<file path="src/hdl/nmea_pkg.sv">
// ============================================================================
// nmea_pkg
// Shared types and constants for the NMEA sentence checker.
// ============================================================================
package nmea_pkg;

    localparam int ID_CHARS = 8;
    localparam int LEN_W    = 11;
    localparam int IDC_W    = 10;
    localparam int QUEUE_DEPTH = 2;
    localparam int QPTR_W   = $clog2(QUEUE_DEPTH);
    localparam int QCNT_W   = $clog2(QUEUE_DEPTH + 1);

    localparam logic [LEN_W-1:0] LINE_MAX      = 11'd1024;
    localparam logic [IDC_W-1:0] ID_COUNT_MAX  = 10'd1023;

    localparam logic [7:0] CH_DOLLAR  = 8'h24;
    localparam logic [7:0] CH_BANG    = 8'h21;
    localparam logic [7:0] CH_STAR    = 8'h2A;
    localparam logic [7:0] CH_COMMA   = 8'h2C;
    localparam logic [7:0] CH_NEWLINE = 8'h0A;
    localparam logic [7:0] CH_CR      = 8'h0D;
    localparam logic [7:0] CH_NUL     = 8'h00;

    // register map: word index taken from paddr[2]
    localparam logic REG_MAX_LINE_LENGTH = 1'b0;

    typedef enum logic [1:0] {
        CKS_NONE     = 2'd0,
        CKS_MISMATCH = 2'd1,
        CKS_VALID    = 2'd2
    } cks_state_t;

    // one classified byte as it travels from front to back
    typedef struct packed {
        logic [7:0] data;
        logic       is_newline;
        logic       is_cr;
        logic       is_start;
        logic       is_star;
        logic       is_comma;
        logic       hex_ok;
        logic [3:0] hex_val;
    } char_class_t;

    typedef struct packed {
        cks_state_t              cks;
        logic [8*ID_CHARS-1:0]   id;
        logic [IDC_W-1:0]        id_len;
        logic [LEN_W-1:0]        sent_len;
        logic [7:0]              xor_sum;
    } result_t;

endpackage

</file>
<file path="src/hdl/nmea_back.sv">
// ============================================================================
// nmea_back
// Line framing, body XOR, id capture and checksum verdict; result register.
// ============================================================================
module nmea_back
    import nmea_pkg::*;
(
    input  logic              clk,
    input  logic              rst_n,
    input  logic [LEN_W-1:0]  max_len,
    input  logic              q_valid,
    input  char_class_t       q_item,
    output logic              q_pop,
    input  logic              out_stall,
    output logic              out_valid,
    output result_t           out_result
);

    logic [LEN_W-1:0]        line_count_reg, line_count_next;
    logic                    start_seen_reg, start_seen_next;
    logic                    star_seen_reg,  star_seen_next;
    logic                    id_closed_reg,  id_closed_next;
    logic [7:0]              xor_acc_reg,    xor_acc_next;
    logic [1:0]              hex_seen_reg,   hex_seen_next;
    logic [7:0]              hex_digits_reg, hex_digits_next;
    logic                    hex_bad_reg,    hex_bad_next;
    logic [8*ID_CHARS-1:0]   id_store_reg,   id_store_next;
    logic [IDC_W-1:0]        id_count_reg,   id_count_next;
    logic [LEN_W-1:0]        body_count_reg, body_count_next;
    logic [LEN_W-1:0]        pending_cr_reg, pending_cr_next;
    logic                    out_valid_reg;
    result_t                 result_reg;

    logic [LEN_W-1:0]        limit;
    logic                    out_free;
    logic                    load_out;
    logic                    do_clear;
    logic [IDC_W+1:0]        cr_end;
    logic [IDC_W-1:0]        idc_cr;
    cks_state_t              verdict;

    assign limit    = (max_len > LINE_MAX) ? LINE_MAX : max_len;
    assign out_free = !out_valid_reg || !out_stall;
    assign q_pop    = q_valid && (!q_item.is_newline || out_free);

    // id slots covered by held-back carriage returns end here
    assign cr_end = {2'b00, id_count_reg} + {1'b0, pending_cr_reg};
    assign idc_cr = (cr_end > {2'b00, ID_COUNT_MAX}) ? ID_COUNT_MAX : cr_end[IDC_W-1:0];

    always_comb
    begin
        verdict = CKS_NONE;
        if (star_seen_reg && hex_seen_reg == 2'd2 && !hex_bad_reg)
        begin
            verdict = (xor_acc_reg == hex_digits_reg) ? CKS_VALID : CKS_MISMATCH;
        end
    end

    always_comb
    begin
        line_count_next = line_count_reg;
        start_seen_next = start_seen_reg;
        star_seen_next  = star_seen_reg;
        id_closed_next  = id_closed_reg;
        xor_acc_next    = xor_acc_reg;
        hex_seen_next   = hex_seen_reg;
        hex_digits_next = hex_digits_reg;
        hex_bad_next    = hex_bad_reg;
        id_store_next   = id_store_reg;
        id_count_next   = id_count_reg;
        body_count_next = body_count_reg;
        pending_cr_next = pending_cr_reg;
        load_out        = 1'b0;
        do_clear        = 1'b0;

        if (q_pop)
        begin
            if (q_item.is_newline)
            begin
                load_out = start_seen_reg;
                do_clear = 1'b1;
            end
            else if (line_count_reg >= limit)
            begin
                do_clear = 1'b1;
            end
            else
            begin
                line_count_next = line_count_reg + LEN_W'(1);
                if (!start_seen_reg)
                begin
                    if (q_item.is_start)
                    begin
                        start_seen_next = 1'b1;
                        body_count_next = LEN_W'(1);
                    end
                end
                else if (q_item.is_cr)
                begin
                    pending_cr_next = pending_cr_reg + LEN_W'(1);
                end
                else
                begin
                    // held carriage returns become ordinary body characters
                    pending_cr_next = '0;
                    body_count_next = body_count_reg + pending_cr_reg + LEN_W'(1);
                    if (!star_seen_reg)
                    begin
                        if (pending_cr_reg[0])
                        begin
                            xor_acc_next = xor_acc_reg ^ CH_CR;
                        end
                    end
                    else if (pending_cr_reg != '0 && hex_seen_reg < 2'd2)
                    begin
                        hex_bad_next  = 1'b1;
                        hex_seen_next = (pending_cr_reg >= LEN_W'(2)) ? 2'd2
                                                                     : hex_seen_reg + 2'd1;
                    end
                    if (!id_closed_reg)
                    begin
                        for (int k = 0; k < ID_CHARS; k++)
                        begin
                            if ((IDC_W+2)'(k) >= {2'b00, id_count_reg} && (IDC_W+2)'(k) < cr_end)
                            begin
                                id_store_next[8*k +: 8] = CH_CR;
                            end
                        end
                        id_count_next = idc_cr;
                    end

                    // the character itself
                    if (!star_seen_reg)
                    begin
                        if (q_item.is_star)
                        begin
                            star_seen_next = 1'b1;
                        end
                        else
                        begin
                            xor_acc_next = xor_acc_next ^ q_item.data;
                        end
                    end
                    else if (hex_seen_next < 2'd2)
                    begin
                        hex_seen_next = hex_seen_next + 2'd1;
                        if (!q_item.hex_ok)
                        begin
                            hex_bad_next = 1'b1;
                        end
                        else
                        begin
                            hex_digits_next = {hex_digits_reg[3:0], q_item.hex_val};
                        end
                    end
                    if (!id_closed_reg)
                    begin
                        if (q_item.is_comma || q_item.is_star)
                        begin
                            id_closed_next = 1'b1;
                        end
                        else
                        begin
                            for (int k = 0; k < ID_CHARS; k++)
                            begin
                                if (IDC_W'(k) == id_count_next)
                                begin
                                    id_store_next[8*k +: 8] = q_item.data;
                                end
                            end
                            if (id_count_next < ID_COUNT_MAX)
                            begin
                                id_count_next = id_count_next + IDC_W'(1);
                            end
                        end
                    end
                end
            end
        end

        if (do_clear)
        begin
            line_count_next = '0;
            start_seen_next = 1'b0;
            star_seen_next  = 1'b0;
            id_closed_next  = 1'b0;
            xor_acc_next    = '0;
            hex_seen_next   = '0;
            hex_digits_next = '0;
            hex_bad_next    = 1'b0;
            id_store_next   = '0;
            id_count_next   = '0;
            body_count_next = '0;
            pending_cr_next = '0;
        end
    end

    always_ff @(posedge clk or negedge rst_n)
    begin
        if (!rst_n)
        begin
            line_count_reg <= '0;
            start_seen_reg <= 1'b0;
            star_seen_reg  <= 1'b0;
            id_closed_reg  <= 1'b0;
            xor_acc_reg    <= '0;
            hex_seen_reg   <= '0;
            hex_digits_reg <= '0;
            hex_bad_reg    <= 1'b0;
            id_store_reg   <= '0;
            id_count_reg   <= '0;
            body_count_reg <= '0;
            pending_cr_reg <= '0;
            out_valid_reg  <= 1'b0;
        end
        else
        begin
            line_count_reg <= line_count_next;
            start_seen_reg <= start_seen_next;
            star_seen_reg  <= star_seen_next;
            id_closed_reg  <= id_closed_next;
            xor_acc_reg    <= xor_acc_next;
            hex_seen_reg   <= hex_seen_next;
            hex_digits_reg <= hex_digits_next;
            hex_bad_reg    <= hex_bad_next;
            id_store_reg   <= id_store_next;
            id_count_reg   <= id_count_next;
            body_count_reg <= body_count_next;
            pending_cr_reg <= pending_cr_next;
            if (load_out)
            begin
                out_valid_reg <= 1'b1;
            end
            else if (!out_stall)
            begin
                out_valid_reg <= 1'b0;
            end
        end
    end

    always_ff @(posedge clk)
    begin
        if (load_out)
        begin
            result_reg.cks      <= verdict;
            result_reg.id       <= id_store_reg;
            result_reg.id_len   <= id_count_reg;
            result_reg.sent_len <= body_count_reg;
            result_reg.xor_sum  <= xor_acc_reg;
        end
    end

    assign out_valid  = out_valid_reg;
    assign out_result = result_reg;

endmodule

</file>
<file path="config.mk">
export PLATFORM = sky130hd
export DESIGN_NAME = nmea_back
export DESIGN_NICKNAME = d
export VERILOG_FILES = /design/src/hdl/nmea_pkg.sv /design/src/hdl/nmea_back.sv
export SDC_FILE = /design/constraint.sdc
export NUM_CORES = 1
export LEC_CHECK = 0
export ABC_AREA = 0
export BUFFER_PORTS_ARGS = -buffer_cell sky130_fd_sc_hd__buf_2
export CAP_MARGIN = 20
export CORE_MARGIN = 1.5
export CORE_UTILIZATION = 44
export CTS_BUF_LIST = sky130_fd_sc_hd__clkbuf_4 sky130_fd_sc_hd__clkbuf_8 sky130_fd_sc_hd__clkbuf_16
export CTS_CLUSTER_DIAMETER = 80
export DETAILED_ROUTE_END_ITERATION = 6
export GPL_TIMING_DRIVEN = 0
export PLACE_DENSITY = 0.74
export SLEW_MARGIN = 20
export SYNTH_ARGS = -nofsm -noshare
export SYNTH_HDL_FRONTEND = slang
export SYNTH_SLANG_ARGS = --single-unit
</file>
<file path="constraint.sdc">
create_clock -name clk -period 9.8 [get_ports clk]
set_clock_uncertainty 0.1 [all_clocks]
set_input_delay 1.47 -clock clk [delete_from_list [all_inputs] [get_ports clk]]
set_output_delay 1.47 -clock clk [all_outputs]
set_load 0.005 [all_outputs]
</file>
==> metrics.md, run 1 <==
| Metric | Value |
|---|---|
| Gpl congestion | 0.920 |
| Vias in the first global route | 7,565 |
| Top-area cell type share of the netlist area | 30.5% |
| DP Worst Slack | 4490 ps |
| Die height | 159 µm |
| Drt drc | 0 |
| Clk slew on worst S/H paths | 60 ps |
| Most frequent cell after synthesis | dfrtp_1 |
| Avg Inst Size Synth | 11.9 µm² |
| Max Cap Viol | 0 |
| # nets final | 1,126 |
| Total wire length | 26.3 mm |
| Crit path required time | 10,070 ps |
| Outcome | completed |
| Rows | 56 |
| Worst Hold Class | reg -> reg |
| Synth async-reset ratio | 57.8% |
| Cts repair resizes | 0 |
| Crit. End Element | flop |
| Worst EP arrival | 5170 ps |
| Clk Latency, worst-skew pair | 520 ps |
| Hold EP | out_result[67] |
| Relative slew margins | 44.7% |
| Post-synth top area cell | dfrtp_1 |
| Pins Over Slew Limit | 0 |
| Final setup fails | 0 |
| Final setup margin | 4900 ps |
| Initial antenna violation count | 1 |
| Post-synth EDFFs | 95 |
| Initial drt markers | 629 |
| FF-to-FF Start | id_count_reg[1] |
| Mapped cell area | 10,700 µm² |
| PD cells | 192 nW/µm² |
| Cells after Synth | 898 |
| Initial Util | 45.1% |
| Routed WL per cell | 18.9 µm |
| CTS Root Cell | clkbuf_16 |
| Yosys warnings | 0 |
| Ys flop type | dfrtp_1 |
| Setup Buffers After CTS | 0 |
| Max FFs per register | 95 |
| CTS tree | yes |
| Top layer in use | met4 |
| Final Hold Fails | 0 |
| Port Buf Inserts | 129 |
| Vias | 7,952 |
| Detailed Routing Iterations Pass 1 | 6 |
| WHS Path Cells | 0 |
| Seq/Total Area, Yosys | 57.3% |
| Setup crit start kind | input port |
| Wire length on met3 | 1.80 mm |
| I/O pin count | 130 |
| # hold bufs at CTS | 0 |
| DRT met1 WL | 11.8 mm |
| Fmax | 204 MHz |
| RSZ-0062 raised after global routing | false |
| GRT Residual Overflow | 0 |
| Post-synth top cells | dfrtp_1 (130), edfxtp_1 (95), nor2_1 (74) |
| Crit path max fanout | 10 |
| TritonCTS buffer count | 23 |
| Syn-to-layout area delta | 18.3% |
| CP Class | in -> reg |
| Total negative slack | 0 ps |
| Core Area | 23,600 µm² |
| Gr usage total | 21.2% |
| Ratio of cells with drive above 1 in the final layout | 20.5% |
| Min-delay src | id_store_reg[38] |
| Via density | 5.72 |
| Register-to-register setup slack | 5390 ps |
| Die area | 25,200 µm² |
| Worst-Margin Slew | 823 ps |
| Synth cell types | 79 |
| Clk sinks | 225 |
| Largest net degree at the start of global routing | 90 |
| Ranking of synthesized cells by area | dfrtp_1 (31%), edfxtp_1 (27%), ha_1 (4.3%), nor2_1 (2.6%), nand2_1 (2.5%) |
| First-pass GRT wire length | 41.6 mm |
| Seq cells post-synth | 225 |
| Filler instances | 2,000 |
| DPL Wire Length | 18.9 mm |
| # H-tree levels | 1 |
| Fin crit period | 4900 ps |
| Routed Antenna Nets | 0 |
| Longest Clk Path Bufs | 3 |
| Detailed-routed wire length on met2 | 12.1 mm |
| Maximum vdd drop | 112 µV |
| Worst Reg2Reg Path Length in Cells | 12 |
| P_leak | 0.00534 µW |
| Final period util | 50.0% |
| Syn_nets | 970 |
| Die width | 159 µm |
| FF-to-FF End | id_store_reg[19] |
## cells in the final DEF, fill, tap and decap left out, drive strengths merged, types with 13 or more instances in the layout
cell type  Yosys  routed
nor2          74      74
nand2         71      71
nand3         20      20
o2bb2ai       28      28
clkbuf        23      50
buf           10     141
a21oi         43      43
o221a         16      16
nor3          17      17
ha            37      37
xor2          30      30
inv           22      23
dfrtp        130     130
nor2b         15      15
edfxtp        95      95
a32o          16      16
and3          16      16
o21ai         41      41
nor4          13      13
xnor2         16      16
## power breakdown
part / leakage (µW) / total, µW / switching [µW] / internal [µW]
registers: 0.00268 / 1110 / 52.5 / 1060
clock network: 0.000412 / 946 / 358 / 588
logic: 0.00224 / 364 / 227 / 137
total: 0.00534 / 2420 / 638 / 1780
## stage by stage
stage	hold slack, ps	total power (µW)	std cells	cell area (µm²)	util (%)
after detailed placement	332	1480	1348	11800	49.8
final	337	2420	1391	12600	53.4
after global placement	331	1470	1346	11700	49.5
after floorplan	325	1350	898	10700	-
after global routing	346	2510	1390	12600	53.3
after CTS	339	2430	1390	12600	53.3
## worst max-delay path: stages
cell,delay [ps]
buf_2,100
clkinv_1,160
nand2_1,90
ha_1,300
nand4_1,150
o21ai_0,220
a21o_1,180
a21oi_1,50
o21a_1,190
clkbuf_1,220
a21oi_1,700
clkbuf_1,660
clkbuf_1,530
a2bb2oi_1,130
## worst max-delay path by stage
stage	endpoint	start	depth (start not counted)	slack [ps]
after floorplan	out_result[0]	out_stall	4	5020
after global placement	out_result[40]	q_item[9]	5	3720
after detailed placement	id_store_reg[58]	max_len[10]	14	4490
after CTS	id_store_reg[58]	max_len[10]	14	5000
after global routing	id_store_reg[59]	max_len[10]	14	4700
final	id_store_reg[58]	max_len[10]	14	4900
## layer usage
metal	vias up	GRT usage (%)
met5	-	0
met4	0	5.74
met3	45	3.10
met2	334	34.0
met1	3838	30.3
li1	3735	-
## cells by family (layout without fill, tap and decap cells)
| kind of cell | after synthesis | after routing | share of synthesized area, % |
|---|---|---|---|
| and+or+nand+nor | 273 | 273 | 12.8 |
| xor gates and xnor gates | 46 | 46 | 3.78 |
| adders and majority gates | 39 | 39 | 4.72 |
| DFF | 225 | 225 | 57.3 |
| buffers and inverters | 56 | 229 | 2.08 |
| muxes | 8 | 8 | 0.752 |
| AOI/OAI and AO/OA | 251 | 251 | 18.6 |
| other | 0 | 1 | 0 |
## area by class of cell
cell class / instances / area, µm² / area share, %
diodes: 1 / 2.50 / 0.0199
inverters: 23 / 86.3 / 0.685
plain buffers: 33 / 135 / 1.07
flip-flops and latches: 225 / 6110 / 48.5
well taps: 319 / 399 / 3.17
multi-input cells: 617 / 4330 / 34.3
repair buffers: 131 / 711 / 5.64
clock inverters: 15 / 208 / 1.65
clock buffers: 27 / 624 / 4.96
(Power assumes the default switching activity.)
==> run 2, diff against run 1 <==
--- a/config.mk
+++ b/config.mk
@@ -14,7 +14,7 @@
 export CTS_CLUSTER_DIAMETER = 80
 export DETAILED_ROUTE_END_ITERATION = 6
 export GPL_TIMING_DRIVEN = 0
-export PLACE_DENSITY = 0.74
+export PLACE_DENSITY = 0.77
 export SLEW_MARGIN = 20
 export SYNTH_ARGS = -nofsm -noshare
 export SYNTH_HDL_FRONTEND = slang
==> constraint.sdc (replaced) <==
create_clock -name clk -period 4.47 [get_ports clk]
set_clock_uncertainty 0.1 [all_clocks]
set_input_delay 0.6705 -clock clk [delete_from_list [all_inputs] [get_ports clk]]
set_output_delay 0.6705 -clock clk [all_outputs]
set_load 0.005 [all_outputs]
==> run 2 against run 1 <==
Against the previous run:
- sequential power increased by 120%
- total power increased by 110%
- clock power increased by 100%
- combinational power increased by 120%
- worst hold slack got worse by 64 ps
- critical path depth decreased by 1
- clock-buffer cell count unchanged
- global-route usage increased by 0.37 points
- first-iteration DRC count increased by 4.3%
- routed wire length increased by 1.3%
- via count increased by 0.36%
- highest routed layer unchanged
==> metrics.md, run 2 (synthesis results as in run 1) <==
| Metric | Value |
|---|---|
| CTS tree | yes (unchanged) |
| Filler instances | 2,027 (was 2,000) |
| Setup crit start kind | flop (was input port) |
| CP Class | reg -> reg (was in -> reg) |
| Final Hold Fails | 0 (unchanged) |
| Ratio of cells with drive above 1 in the final layout | 20.7% (was 20.5%) |
| Pins Over Slew Limit | 0 (unchanged) |
| Max Cap Viol | 0 (unchanged) |
| Longest Clk Path Bufs | 3 (unchanged) |
| Die area | 25,200 µm² (unchanged) |
| Port Buf Inserts | 129 (unchanged) |
| Final period util | 93.1% |
| Worst EP arrival | 4470 ps (was 5170 ps) |
| Vias | 7,981 (was 7,952) |
| Core Util, Final | 53.1% (was 53.4%) |
| Routed Antenna Nets | 0 (unchanged) |
| I/O pin count | 130 (unchanged) |
| First-pass GRT wire length | 42.3 mm (was 41.6 mm) |
| Clk slew on worst S/H paths | 60 ps (about the same) |
| Gpl congestion | 0.891 (was 0.920) |
| Die width | 159 µm (unchanged) |
| Rows | 56 (unchanged) |
| Final setup fails | 0 (unchanged) |
| Crit path max fanout | 9 (was 10) |
| Max FFs per register | 95 (unchanged) |
| Relative slew margins | 45.9% (was 44.7%) |
| Routed WL per cell | 19.1 µm (was 18.9 µm) |
| Via density | 5.73 (was 5.72) |
| TritonCTS buffer count | 24 (was 23) |
| Initial antenna violation count | 0 (was 1) |
| Clk Latency, worst-skew pair | 520 ps (about the same) |
| Non-filler cells, final | 1,393 (was 1,391) |
| Clk sinks | 225 (unchanged) |
| Crit. End Element | flop (unchanged) |
| # nets final | 1,128 (was 1,126) |
| Fmax | 240 MHz |
| Drt drc | 0 (unchanged) |
| Maximum vdd drop | 248 µV (was 112 µV) |
| Detailed Routing Iterations Pass 1 | 5 (was 6) |
| Initial drt markers | 656 (was 629) |
| DPL Wire Length | 19.2 mm (was 18.9 mm) |
| Most common cell after layout, fill and taps aside | buf_2 (unchanged) |
| Most frequent cells in the layout | buf_2 (133), dfrtp_1 (130), edfxtp_1 (95), nor2_1 (74), nand2_1 (71) (unchanged) |
| Setup Buffers After CTS | 0 (unchanged) |
| Outcome | completed (unchanged) |
| Final Instance Area | 12,500 µm² (was 12,600 µm²) |
| Core Area | 23,600 µm² (unchanged) |
| Worst-Margin Slew | 812 ps (was 823 ps) |
| P_leak | 0.00530 µW (was 0.00534 µW) |
| Area after DPL | 11,800 µm² (unchanged) |
| Total negative slack | 0 ps (unchanged) |
| Diode count | 0 (was 1) |
| Total wire length | 26.7 mm (was 26.3 mm) |
| Worst Hold Class | in -> reg (was reg -> reg) |
| Gr usage total | 21.6% (was 21.2%) |
| Die height | 159 µm (unchanged) |
| Multi-input gate area | 4330 µm² (unchanged) |
| Vias in the first global route | 7,761 (was 7,565) |
| Largest net degree at the start of global routing | 83 (was 90) |
| GRT Residual Overflow | 0 (unchanged) |
| Initial Util | 45.1% (unchanged) |
| Crit path required time | 4780 ps (was 10,070 ps) |
| Seq. cell area | 6110 µm² (unchanged) |
| PD cells | 409 nW/µm² (was 192 nW/µm²) |
| DP Cell Count | 1,348 (unchanged) |
| CTS Root Cell | clkbuf_16 (unchanged) |
| Hold_ws | 273 ps (was 337 ps) |
| Register-to-register setup slack | 310 ps (was 5390 ps) |
| # H-tree levels | 1 (unchanged) |
| Syn-to-layout area delta | 17.8% (was 18.3%) |
| Fin crit period | 4160 ps |
| RSZ-0062 raised after global routing | false (unchanged) |
## run 2: cell count changes in the layout (fill, tap and decap cells not counted), sizes merged
cell         previous run  this run
bufinv                  5         1
clkinv                  9        12
clkinvlp                1         4
diode                   1         0
dlygate4sd3             0         1
## run 2: report_power, final
part | leakage (µW) | switching [µW] | internal [µW] | total, µW
sequential | 0.00268 | 112 | 2320 | 2430
combinational | 0.00225 | 493 | 301 | 794
clock | 0.000371 | 829 | 1080 | 1910
## run 2: through the flow
step	total power, µW	setup WS (ps)
3_3_place_gp	3220	-759
6_report	5140	307
3_5_place_dp	3250	7.47
4_1_cts	5150	197
2_1_floorplan	2960	494
5_1_grt	5340	94.7
## run 2: worst max-delay path, stage by stage (launching register included)
cell      delay [ps]
dfrtp_1          470
clkbuf_2         260
inv_1            120
fa_1             490
and2b_4          300
o221ai_2         110
a21oi_2          230
o311a_2          350
or2_1            130
buf_4            180
a41oi_4          210
nor4_4           580
nand2_1          210
o221a_2          310
## run 2: path summary, 6_finish.rpt
| path | from | to | cells after the start |
|---|---|---|---|
| min in group asynchronous | rst_n | id_store_reg[11] | 2 |
| max | id_count_reg[1] | id_store_reg[26] | 13 |
| max in group asynchronous | rst_n | line_count_reg[9] | 3 |
| max reg2reg | id_count_reg[1] | id_store_reg[26] | 13 |
| min | out_stall | out_valid | 2 |
| min reg2reg | id_store_reg[36] | out_result[65] | 0 |
## run 2: timing repair
action,in CTS,in global routing
hold buffers,1,0
endpoints found under the hold margin,48,0
setup endpoints to repair,0,18
gates resized for setup,0,2
## run 2: metal layers
metal,GRT usage (%),up-vias,wire length (µm),part of all wire [%]
li1,-,3736,-,-
met1,30.2,3888,12000,45
met2,35.1,306,12500,47
met3,2.83,51,1610,6.0
met4,6.72,0,622,2.3
met5,0,-,0,0
## run 2: area by class of cell
class	instances	area share, %
clock inverters	17	1.11
plain buffers	33	1.09
repair buffers	132	5.75
multi-input cells	617	34.5
clock buffers	27	5.02
inverters	23	0.688
flip-flops and latches	225	48.7
well taps	319	3.18
